## config.mk

```make
export PLATFORM = sky130hd
export DESIGN_NAME = memory_descriptor_to_e820_merger_core
export DESIGN_NICKNAME = d
export VERILOG_FILES = /design/src/rtl/md2e_pkg.sv /design/src/rtl/memory_descriptor_to_e820_merger_core.sv /design/src/rtl/md2e_merge.sv
export SDC_FILE = /design/constraint.sdc
export NUM_CORES = 2
export LEC_CHECK = 0
export BUFFER_PORTS_ARGS = -buffer_cell sky130_fd_sc_hd__buf_2
export CAP_MARGIN = 30
export CORE_UTILIZATION = 60
export CTS_CLUSTER_SIZE = 20
export DETAILED_ROUTE_END_ITERATION = 8
export HOLD_SLACK_MARGIN = 0.02
export PLACE_DENSITY = 0.77
export SYNTH_ARGS = -nofsm -noshare
export SYNTH_HDL_FRONTEND = slang
export SYNTH_SLANG_ARGS = --single-unit
```

## constraint.sdc

```tcl
create_clock -name clk -period 11.8 [get_ports clk]
set_input_delay 1.18 -clock clk [delete_from_list [all_inputs] [get_ports clk]]
set_output_delay 1.18 -clock clk [all_outputs]
set_load 0.005 [all_outputs]
```

## src/rtl/md2e_pkg.sv

```systemverilog
package md2e_pkg;

  localparam int ADDR_W      = 64;
  localparam int TYPE_W      = 32;
  localparam int PAGES_W     = 52;
  localparam int PAGE_SHIFT  = 12;
  localparam int CLASS_W     = 2;

  localparam int MAX_ENTRIES_DEFAULT = 128;

  localparam logic [ADDR_W-1:0] TOP_LIMIT_RESET = 64'h0000_0001_0000_0000;

  // Input beat kinds (tuser)
  localparam logic OP_DESC = 1'b0;
  localparam logic OP_END  = 1'b1;

  // Firmware type codes with a class of their own
  localparam logic [TYPE_W-1:0] FW_CONVENTIONAL = 32'd7;
  localparam logic [TYPE_W-1:0] FW_ACPI_RECLAIM = 32'd9;
  localparam logic [TYPE_W-1:0] FW_ACPI_NVS     = 32'd10;

  // Map entry classes
  localparam logic [CLASS_W-1:0] CLASS_AVAIL    = 2'd0;
  localparam logic [CLASS_W-1:0] CLASS_RECLAIM  = 2'd1;
  localparam logic [CLASS_W-1:0] CLASS_NVS      = 2'd2;
  localparam logic [CLASS_W-1:0] CLASS_RESERVED = 2'd3;

  // Descriptor after input-stage preparation
  typedef struct packed {
    logic                end_item;
    logic                empty;
    logic [CLASS_W-1:0]  cls;
    logic [ADDR_W-1:0]   base;
    logic [ADDR_W-1:0]   size;
    logic [ADDR_W:0]     end_sum;
  } item_t;

  // One finished result
  typedef struct packed {
    logic                entry_valid;
    logic [ADDR_W-1:0]   base;
    logic [ADDR_W-1:0]   length;
    logic [CLASS_W-1:0]  cls;
    logic                last;
    logic                truncated;
  } result_t;

  function automatic logic [CLASS_W-1:0] class_of(input logic [TYPE_W-1:0] code);
    logic [CLASS_W-1:0] c;
    case (code)
      FW_CONVENTIONAL: c = CLASS_AVAIL;
      FW_ACPI_RECLAIM: c = CLASS_RECLAIM;
      FW_ACPI_NVS:     c = CLASS_NVS;
      default:         c = CLASS_RESERVED;
    endcase
    return c;
  endfunction

endpackage

```

## src/rtl/memory_descriptor_to_e820_merger_core.sv

```systemverilog
// Memory descriptor to E820 merger.
//
// Slave stream: one firmware descriptor per beat; tuser = 0 for a
// descriptor, 1 for the end-of-map beat that flushes the open entry.
// Master stream: finished map entries; tlast marks the answer to the end
// beat, tuser carries entry_valid and the truncated flag.
// Config channel: write top_limit (64 bits) only while the block is idle.
//
// Throughput is one beat per cycle while the receiver keeps taking results.
// A descriptor passes through an input register (size and end sum
// computed), then the merge logic updates the open entry and loads the
// output register, which drives tvalid.
// The merge compare and length add set the critical path.
// Reset clears the open entry, the entry count and the overflow flag and
// loads top_limit with 4 GiB; both ready outputs stay low during reset.
// When the receiver stalls with a result waiting, the input register holds
// its beat and slave tready drops; a beat that yields no result still
// advances if the output register frees.
module memory_descriptor_to_e820_merger_core #(
  parameter int MAX_ENTRIES = md2e_pkg::MAX_ENTRIES_DEFAULT
) (
  input  logic          clk,
  input  logic          rst,
  // config write channel
  input  logic          cfg_valid,
  output logic          cfg_ready,
  input  logic [63:0]   cfg_data,       // top_limit
  // slave stream
  input  logic          s_axis_tvalid,
  output logic          s_axis_tready,
  input  logic [151:0]  s_axis_tdata,   // mem_type[31:0], phys_start[95:32],
                                        // page_count[147:96], zero pad
  input  logic          s_axis_tuser,   // op
  // master stream
  output logic          m_axis_tvalid,
  input  logic          m_axis_tready,
  output logic [135:0]  m_axis_tdata,   // entry_base[63:0], entry_length[127:64],
                                        // entry_class[129:128], zero pad
  output logic [1:0]    m_axis_tuser,   // entry_valid[0], truncated[1]
  output logic          m_axis_tlast    // last
);

  logic [md2e_pkg::ADDR_W-1:0]   top_limit;

  logic                          in_valid;
  md2e_pkg::item_t               in_item;
  md2e_pkg::item_t               prep;

  logic                          out_valid;
  md2e_pkg::result_t             out_res;

  logic                          adv;
  logic                          res_fire;
  md2e_pkg::result_t             res;

  logic [md2e_pkg::PAGES_W-1:0]  pages;

  // Config register: ready outside reset; write it only while the core is idle.
  assign cfg_ready = !rst;

  always_ff @(posedge clk) begin
    if (rst) begin
      top_limit <= md2e_pkg::TOP_LIMIT_RESET;
    end else if (cfg_valid) begin
      top_limit <= cfg_data;
    end
  end

  // Input stage: unpack the beat, form size and the 65-bit end sum.
  assign pages = s_axis_tdata[147:96];

  always_comb begin
    prep.end_item = (s_axis_tuser == md2e_pkg::OP_END);
    prep.empty    = (pages == '0);
    prep.cls      = md2e_pkg::class_of(s_axis_tdata[31:0]);
    prep.base     = s_axis_tdata[95:32];
    prep.size     = {pages, {md2e_pkg::PAGE_SHIFT{1'b0}}};
    prep.end_sum  = {1'b0, prep.base} + {1'b0, prep.size};
  end

  // Advance the held beat whenever the output register can take a result.
  assign adv           = in_valid && (!out_valid || m_axis_tready);
  assign s_axis_tready = !rst && (!in_valid || adv);

  always_ff @(posedge clk) begin
    if (rst) begin
      in_valid <= 1'b0;
    end else if (s_axis_tvalid && s_axis_tready) begin
      in_valid <= 1'b1;
    end else if (adv) begin
      in_valid <= 1'b0;
    end
  end

  always_ff @(posedge clk) begin
    if (s_axis_tvalid && s_axis_tready) begin
      in_item <= prep;
    end
  end

  md2e_merge #(
    .MAX_ENTRIES (MAX_ENTRIES)
  ) u_merge (
    .clk       (clk),
    .rst       (rst),
    .top_limit (top_limit),
    .item_fire (adv),
    .item      (in_item),
    .res_fire  (res_fire),
    .res       (res)
  );

  // Output register: load on a result, drop once the beat is taken.
  always_ff @(posedge clk) begin
    if (rst) begin
      out_valid <= 1'b0;
    end else if (adv && res_fire) begin
      out_valid <= 1'b1;
    end else if (m_axis_tready) begin
      out_valid <= 1'b0;
    end
  end

  always_ff @(posedge clk) begin
    if (adv && res_fire) begin
      out_res <= res;
    end
  end

  assign m_axis_tvalid = out_valid;
  assign m_axis_tdata  = {6'b0, out_res.cls, out_res.length, out_res.base};
  assign m_axis_tuser  = {out_res.truncated, out_res.entry_valid};
  assign m_axis_tlast  = out_res.last;

endmodule

```

## src/rtl/md2e_merge.sv

```systemverilog
module md2e_merge #(
  parameter int MAX_ENTRIES = md2e_pkg::MAX_ENTRIES_DEFAULT
) (
  input  logic                          clk,
  input  logic                          rst,
  input  logic [md2e_pkg::ADDR_W-1:0]   top_limit,
  input  logic                          item_fire,
  input  md2e_pkg::item_t               item,
  output logic                          res_fire,
  output md2e_pkg::result_t             res
);

  localparam int CNT_W = $clog2(MAX_ENTRIES + 1);
  localparam logic [CNT_W-1:0] CNT_MAX = CNT_W'(MAX_ENTRIES);

  logic                             pending_valid;
  logic [md2e_pkg::ADDR_W-1:0]      pending_base;
  logic [md2e_pkg::ADDR_W-1:0]      pending_length;
  logic [md2e_pkg::ADDR_W-1:0]      pending_end;
  logic [md2e_pkg::CLASS_W-1:0]     pending_class;
  logic [CNT_W-1:0]                 entries_used;
  logic                             full_flag;

  logic                             drop;
  logic                             over;
  logic [md2e_pkg::ADDR_W-1:0]      size_clip;
  logic [md2e_pkg::ADDR_W-1:0]      end_clip;
  logic                             merge;
  logic                             table_full;

  always_comb begin
    drop       = item.empty || (item.base >= top_limit);
    over       = item.end_sum[md2e_pkg::ADDR_W] ||
                 (item.end_sum[md2e_pkg::ADDR_W-1:0] > top_limit);
    size_clip  = over ? (top_limit - item.base) : item.size;
    end_clip   = over ? top_limit : item.end_sum[md2e_pkg::ADDR_W-1:0];
    merge      = pending_valid && (pending_class == item.cls) && (pending_end == item.base);
    table_full = entries_used >= CNT_MAX;
  end

  always_comb begin
    res_fire        = 1'b0;
    res.entry_valid = pending_valid;
    res.base        = pending_valid ? pending_base : '0;
    res.length      = pending_valid ? pending_length : '0;
    res.cls         = pending_valid ? pending_class : md2e_pkg::CLASS_AVAIL;
    res.last        = 1'b0;
    res.truncated   = 1'b0;
    if (item_fire) begin
      if (item.end_item) begin
        res_fire      = 1'b1;
        res.last      = 1'b1;
        res.truncated = full_flag;
      end else if (!full_flag && !drop && !merge && !table_full) begin
        res_fire = pending_valid;
      end
    end
  end

  always_ff @(posedge clk) begin
    if (rst) begin
      pending_valid  <= 1'b0;
      pending_base   <= '0;
      pending_length <= '0;
      pending_end    <= '0;
      pending_class  <= md2e_pkg::CLASS_AVAIL;
      entries_used   <= '0;
      full_flag      <= 1'b0;
    end else if (item_fire) begin
      if (item.end_item) begin
        // close the map and start the next one
        pending_valid  <= 1'b0;
        pending_base   <= '0;
        pending_length <= '0;
        pending_end    <= '0;
        pending_class  <= md2e_pkg::CLASS_AVAIL;
        entries_used   <= '0;
        full_flag      <= 1'b0;
      end else if (!full_flag && !drop) begin
        if (merge) begin
          pending_length <= pending_length + size_clip;
          pending_end    <= end_clip;
        end else if (table_full) begin
          full_flag <= 1'b1;
        end else begin
          pending_valid  <= 1'b1;
          pending_base   <= item.base;
          pending_length <= size_clip;
          pending_end    <= end_clip;
          pending_class  <= item.cls;
          entries_used   <= entries_used + CNT_W'(1);
        end
      end
    end
  end

  a_used_bound: assert property (@(posedge clk) disable iff (rst)
    entries_used <= CNT_MAX)
    else $error("entry count beyond table size");

  a_pending_counted: assert property (@(posedge clk) disable iff (rst)
    pending_valid |-> (entries_used != '0))
    else $error("open entry not counted");

  a_full_at_limit: assert property (@(posedge clk) disable iff (rst)
    full_flag |-> (entries_used == CNT_MAX))
    else $error("overflow flagged before table filled");

  a_end_consistent: assert property (@(posedge clk) disable iff (rst)
    pending_valid |-> (pending_end == pending_base + pending_length))
    else $error("cached entry end out of step with base and length");

  a_end_clears: assert property (@(posedge clk) disable iff (rst)
    (item_fire && item.end_item) |=> (!pending_valid && !full_flag))
    else $error("map state survived end beat");

endmodule
```

# ---- Word level (Yosys, flattened, before mapping)
# Cells that the tools add are included.
# W data, S select, Z words.
dict set report word_totals {
  reg_bits 588
  input_bits 222
  output_inout_bits 142
  wordCells 105
}
dict set report classes {
  n_addsub 4
  order_cmp 3
  eq_ne 8
  muxes 39
  n_reduce_logical 29
}
# op count
set op_table {}
lappend op_table {{$mux W64} 14}
lappend op_table {{$add A64 B64 Y65} 1}
lappend op_table {{$add A64 B64 Y64} 1}
lappend op_table {{$eq A32 B4 Y1 const B} 2}
lappend op_table {{$eq A64 B64 Y1} 1}
lappend op_table {{$ge A64 B64 Y1} 1}
lappend op_table {{$gt A64 B64 Y1} 1}
lappend op_table {{$sub A64 B64 Y64} 1}
lappend op_table {{$logic_not A52 Y1} 1}
lappend op_table {{$eq A32 B3 Y1 const B} 1}
lappend op_table {{$mux W8} 4}
lappend op_table {{$mux W1} 15}
lappend op_table {{$mux W2} 5}
lappend op_table {{$logic_and A1 B1 Y1} 9}
lappend op_table {{$add A8 B1 Y8 const B} 1}
lappend op_table {{$ge A8 B8 Y1 const B} 1}
lappend op_table {{$reduce_and A4 Y1} 2}
lappend op_table {{$reduce_bool A2 Y1} 4}
lappend op_table {{$logic_not A1 Y1} 7}
lappend op_table {{$pmux W2 S3} 1}
lappend op_table {{$logic_or A1 B1 Y1} 4}
lappend op_table {{$ne A2 B2 Y1 const B} 2}
lappend op_table {{$ne A3 B2 Y1 const B} 1}
lappend op_table {{$reduce_and A3 Y1} 1}
lappend op_table {{2 further kinds} 2}

# ---- Depth between registers and ports, before layout
dict set report logic_depth {
  depth_word 11
  mapped_depth 28
}

# ---- By module
# A second synthesis with hierarchy kept.
dict set report hier_totals {
  hier_cells 3799
  hier_area_um2 35230.0
}
# module n_inst cells_per_inst area_each_um2 seq_area_each_um2
set by_module_without_submodules {}
lappend by_module_without_submodules {md2e_merge 1 2758 20276.9 4083.9}
lappend by_module_without_submodules {memory_descriptor_to_e820_merger_core 1 1041 14953.1 10510.1}

# ---- Least setup slack after synthesis
# OpenSTA, ideal clock, no wires.
dict set report synth_path {
  path_type {register -> register}
  start {reg in_item[129] (netlist bit)}
  end {reg out_res (netlist bit m_axis_tdata[0]), enable pin}
  setup_time_ns 0.628
  arrival_ns 8.603
  required_ns 11.172
  slack_ns 2.570
  stages_incl_launch_ff 15
  path_cell_list {edfxtp_1 -> ha_1 -> inv_1 -> fa_1 -> a21o_1 -> a31oi_1 -> or4_4 -> a21o_1 -> a2111o_1 -> nand3_2 -> o211ai_4 -> o31a_1 -> buf_6 -> clkbuf_1 -> nor2_1}
}
dict set report synth_via {
  elab_chain_len 10
}
# item line
set synth_lines {}
lappend synth_lines {{start: declaration} memory_descriptor_to_e820_merger_core.sv:46} ;# md2e_pkg::item_t in_item;
lappend synth_lines {{start signal: assignment} memory_descriptor_to_e820_merger_core.sv:97} ;# in_item <= prep;
lappend synth_lines {{$ge A64 B64 Y1} md2e_merge.sv:32} ;# drop = item.empty || (item.base >= top_limit);
lappend synth_lines {{$logic_or A1 B1 Y1} md2e_merge.sv:32}
lappend synth_lines {{$logic_not A1 Y1} md2e_merge.sv:54} ;# end else if (!full_flag && !drop && !merge && !table_full) begin
lappend synth_lines {{$logic_and A1 B1 Y1} md2e_merge.sv:54}
lappend synth_lines {{$logic_and A1 B1 Y1 (*) (2 in series)} md2e_merge.sv:54}
lappend synth_lines {{$mux W1 (*)} md2e_merge.sv:54}
lappend synth_lines {{$mux W1 (*)} md2e_merge.sv:50} ;# if (item.end_item) begin
lappend synth_lines {{$mux W1 (*)} md2e_merge.sv:49} ;# if (item_fire) begin
lappend synth_lines {{$logic_and A1 B1 Y1 (*)} memory_descriptor_to_e820_merger_core.sv:125} ;# if (adv && res_fire) begin
lappend synth_lines {{end signal: assignment} memory_descriptor_to_e820_merger_core.sv:126} ;# out_res <= res;
lappend synth_lines {{end: declaration} memory_descriptor_to_e820_merger_core.sv:50} ;# md2e_pkg::result_t out_res;
# Every way passes the cells marked *; elsewhere a longest branch is shown, timed or not.
# A chain may end at the register's enable or synchronous reset.

# ---- Final worst setup path
dict set report layout_path {
  start {reg top_limit[9] (netlist bit)}
  end {reg u_merge.pending_length[62] (netlist bit)}
}
dict set report layout_via {
  elab_chain_len 7
}
# item line
set layout_lines {}
lappend layout_lines {{start: declaration} memory_descriptor_to_e820_merger_core.sv:43} ;# logic [md2e_pkg::ADDR_W-1:0] top_limit;
lappend layout_lines {{start signal: assignment} memory_descriptor_to_e820_merger_core.sv:63} ;# top_limit <= md2e_pkg::TOP_LIMIT_RESET;
lappend layout_lines {{start signal: assignment} memory_descriptor_to_e820_merger_core.sv:65} ;# top_limit <= cfg_data;
lappend layout_lines {{$gt A64 B64 Y1} md2e_merge.sv:34} ;# (item.end_sum[md2e_pkg::ADDR_W-1:0] > top_limit);
lappend layout_lines {{$logic_or A1 B1 Y1} md2e_merge.sv:33} ;# over = item.end_sum[md2e_pkg::ADDR_W] ||
lappend layout_lines {{$mux W64} md2e_merge.sv:35} ;# size_clip = over ? (top_limit - item.base) : item.size;
lappend layout_lines {{$add A64 B64 Y64 / $mux W64 (equally long branches)} {md2e_merge.sv:81, md2e_merge.sv:83}}
lappend layout_lines {{$mux W64} md2e_merge.sv:80} ;# if (merge) begin
lappend layout_lines {{$mux W64} md2e_merge.sv:79} ;# end else if (!full_flag && !drop) begin
lappend layout_lines {{$mux W64} md2e_merge.sv:70} ;# if (item.end_item) begin
lappend layout_lines {{end signal: assignment} md2e_merge.sv:81} ;# pending_length <= pending_length + size_clip;
lappend layout_lines {{end signal: assignment} md2e_merge.sv:88} ;# pending_length <= size_clip;
lappend layout_lines {{end: declaration} md2e_merge.sv:18} ;# logic [md2e_pkg::ADDR_W-1:0] pending_length;
# Several ways; a longest one is shown, not always the timed one. The select of a mux whose other input is x is not followed.

==> flow_metrics.tcl <==
set metrics [dict create \
    cts_resized 0 \
    count_of_flip_flops_with_a_built_in_enable_after_synthesis 306 \
    clock_tree.htree_level_count 2 \
    row_count 87 \
    drive_gt1_share_pct 16.0 \
    pre_repair_dr_iteration_count 6 \
    p_seq_share_pct 42.1 \
    max-clock-path-buffers 3 \
    insertion_delay_ps 650 \
    core_area_sq_um 56600 \
    gp_congestion 0.956 \
    yosysTopAreaCellShare_pct 26.6 \
    ys_seq_area_share_pct 42.2 \
    timing.final.hold_violations 0 \
    post-dp-hpwl_mm 82.5 \
    dominantRegCellSynth "edfxtp_1" \
    timing.hold.worst.class "register to register" \
    cts_tree "yes" \
    whs_ps 446 \
    timing.final.setup_violations 0 \
    timing.critical_path.from "top_limit[9]" \
    timing.critical_path.to_type "register" \
    dr_total_vias 28800 \
    synthesis.instances 3634 \
    die_y_um 242 \
    placed_area_sq_um 36800 \
    skew_ps 31.7 \
    cts_root_buf "clkbuf_16" \
    endpoint "u_merge.pending_length[62]" \
    min-delay-start "u_merge.pending_base[2]" \
    async_flop_share_pct 0 \
    grt.overflow.total 0 \
    internal_power_w 0.00375 \
    yosys.area.top_type "edfxtp_1" \
    timing.final.max_slew_violations 0 \
    post_synthesis_area_per_instance_sq_um 9.51 \
    cts_post_setup_buffers_inserted 0 \
    effective_utilization_at_floorplan_pct 61.1 \
    max_transition_margin_pct 35.0 \
    clockPowerShare_pct 38.5 \
    leakagePower_nw 16.3 \
    drv.max_cap_violation_count 0 \
    final_wl_mm 109 \
    arrival_ps 7980 \
    transition_time_at_the_pin_with_the_least_slew_margin_ps 965 \
    tritoncts_num_sinks 576 \
    grt_start_max_net_pins 138 \
    r2r_setup_slack_ps 4360 \
    via_count_of_the_first_global_routing_pass 26900 \
    power.switching_fraction_pct 29.1 \
    wp_data_required_ps 12340 \
    yosys_register_bits 576 \
    synthDistinctLibCells 80 \
    yosysWarnings 0 \
    syn2layout_area_growth_pct 12.7 \
    reg2reg_from "top_limit[9]" \
    grt_use_total_pct 36.2 \
    final_cell_area_sq_um 39000 \
    layout.cells.non_filler 4701 \
    post-place-cells 4581 \
    ir_drop_v 0.000130 \
    path_clk_slew_ps 60 \
    antenna_found_initial 5 \
    floorplan.die_area_sq_um 58600 \
    timing.setup.critical_path_class "register to register" \
    finalCriticalPeriod_ps 7440 \
    synth.cell_area_sq_um 34600 \
    viasPerCell 6.13 \
    clock.fmax_mhz 134 \
    final_nets 4372 \
    final.period_utilization_pct 63.1 \
    detailedRoute.firstIterationViolations 2693 \
    worstPathMaxFanout 13 \
    outcome "finished, final reports clean" \
    grt_first_pass_wirelength_mm 162 \
    io_buffer_count 353 \
    chipWidth_um 242 \
    synth.area.top_cells "edfxtp_1 27%, dfxtp_1 16%, ha_1 9.4%" \
    worst_setup_path_start_kind "register" \
    rsz_0062_raised_after_global_routing "false" \
    routedWlPerCell_um 23.2 \
    pwr-share-comb_pct 19.4 \
    finalSetupTns_ps 0 \
    holdBufCountCts 0 \
    worst_r2r_path_depth 23 \
    final_antenna_net_count 0 \
    cts-buffers-inserted 61 \
    detail_route.drc_violations 0 \
    timing.rr.end "u_merge.pending_length[62]" \
    design.portCount 364 \
    total_switching_power_w 0.00154 \
    power_density_nw_per_um2 136 \
]
worst min path at each step:
stage	to	slack, ps	cells after the start
6_report	u_merge.pending_base[2]	450	2
2_1_floorplan	u_merge.pending_base[0]	430	2
3_5_place_dp	u_merge.pending_base[8]	440	2
3_3_place_gp	u_merge.pending_base[8]	430	2
5_1_grt	u_merge.pending_base[61]	460	2
4_1_cts	u_merge.pending_base[8]	450	2
through the flow:
step | setup slack (ps) | total power [W] | utilization [%]
floorplan | 2570 | 0.00295 | -
global placement | 4510 | 0.00326 | 65.0
detailed placement | 4410 | 0.00327 | 65.1
CTS | 4390 | 0.00529 | 68.8
global route | 4010 | 0.00547 | 68.8
finish | 4360 | 0.00529 | 68.9
flip-flops by register name, summed over array words and instances, names as in the netlist:
name and count:
m_axis_tdata 130, in_item 173, u_merge.pending_valid 1, u_merge.entries_used 8, u_merge.full_flag 1, u_merge.pending_length 64, u_merge.pending_end 64, m_axis_tuser 2
in_valid 1, m_axis_tlast 1, u_merge.pending_base 64, u_merge.pending_class 2, m_axis_tvalid 1, top_limit 64
synth_stat cells (86+ instances only):
library cell  number
inv_1            179
a21oi_1          296
and2_1           152
nor2_1           275
edfxtp_1         306
a21o_1           130
o21ai_0          172
xnor2_1          133
ha_1             259
nand2_1          290
clkbuf_1         167
mux2i_1           86
mux2_2           109
dfxtp_1          270
final cells by class:
type | instances | area [sq um]
Antenna cell | 4 | 10.0
Clock buffer | 76 | 1710
Clock inverter | 40 | 420
Fill cell | 4587 | 17600
Inverter | 180 | 676
Multi-Input combinational cell | 2690 | 18600
Sequential cell | 576 | 14600
Tap cell | 756 | 946
Timing Repair Buffer | 379 | 2020
metal layers:
| layer | vias up | track usage, % | share of wire, % |
|---|---|---|---|
| met5 | - | 0 | 0 |
| met4 | 0 | 17.3 | 4.9 |
| met3 | 200 | 4.61 | 7.5 |
| met2 | 1230 | 58.0 | 46 |
| met1 | 13700 | 48.8 | 42 |
| li1 | 13700 | - | - |
cell usage in the layout (no fill, tap or decap), types with 9 or more instances in the layout:
cell,Yosys,routed
inv_1,179,179
buf_2,11,351
a21oi_1,296,296
and3_1,17,17
mux2i_1,86,86
a211oi_1,17,17
nand4_1,68,68
nor4_1,34,34
and2_1,152,150
clkbuf_16,0,65
a31oi_1,20,20
nor2b_1,28,28
a21o_1,130,130
o31a_1,11,9
a22oi_1,84,84
clkinv_2,0,15
and4_1,11,11
mux2_2,109,109
o211ai_1,24,24
dfxtp_1,270,269
ha_1,259,259
o21a_1,24,24
edfxtp_1,306,306
nor3_1,30,29
o221ai_1,10,10
xnor2_1,133,133
xor2_1,75,75
a31o_2,9,9
buf_4,6,24
or3_1,76,76
nand2b_1,29,29
o21ai_0,172,172
o21bai_1,32,32
o31ai_1,19,19
nand2_1,290,290
nand3_1,54,54
a221o_1,10,10
nor2_1,275,274
cells by family after synthesis:
kind of cell,synth area share [%]
simple gates,15.4
buf+inv,4.18
xor+xnor,5.27
other cells,0.0108
compound gates,17.3
fa+ha+maj,9.55
flops,42.2
mux,6.04
power by group through the flow:
stage	Sequential, W	Combinational [W]	Clock [W]
4_1_cts	0.00223	0.00101	0.00205
6_report	0.00223	0.00103	0.00204
5_1_grt	0.00223	0.00111	0.00213
2_1_floorplan	0.00226	0.000690	0
3_3_place_gp	0.00227	0.000993	0
3_5_place_dp	0.00227	0.00100	0
critical path, cell delays in order (launching register included):
cell	delay, ps
dfxtp_1	390
inv_1	60
ha_1	430
nand4_1	200
nor3_1	360
a21boi_0	340
nand4b_1	230
a21oi_1	170
o221ai_1	230
o31a_2	210
inv_1	310
a211oi_1	750
ha_1	390
a21o_1	200
nor4_1	350
nor3_1	190
a21oi_1	410
o21ai_2	220
a221oi_2	500
o41a_1	300
o21ai_1	260
or3_1	380
a221o_1	310
and3_1	170
No activity file was read; power rests on OpenSTA's default activity.
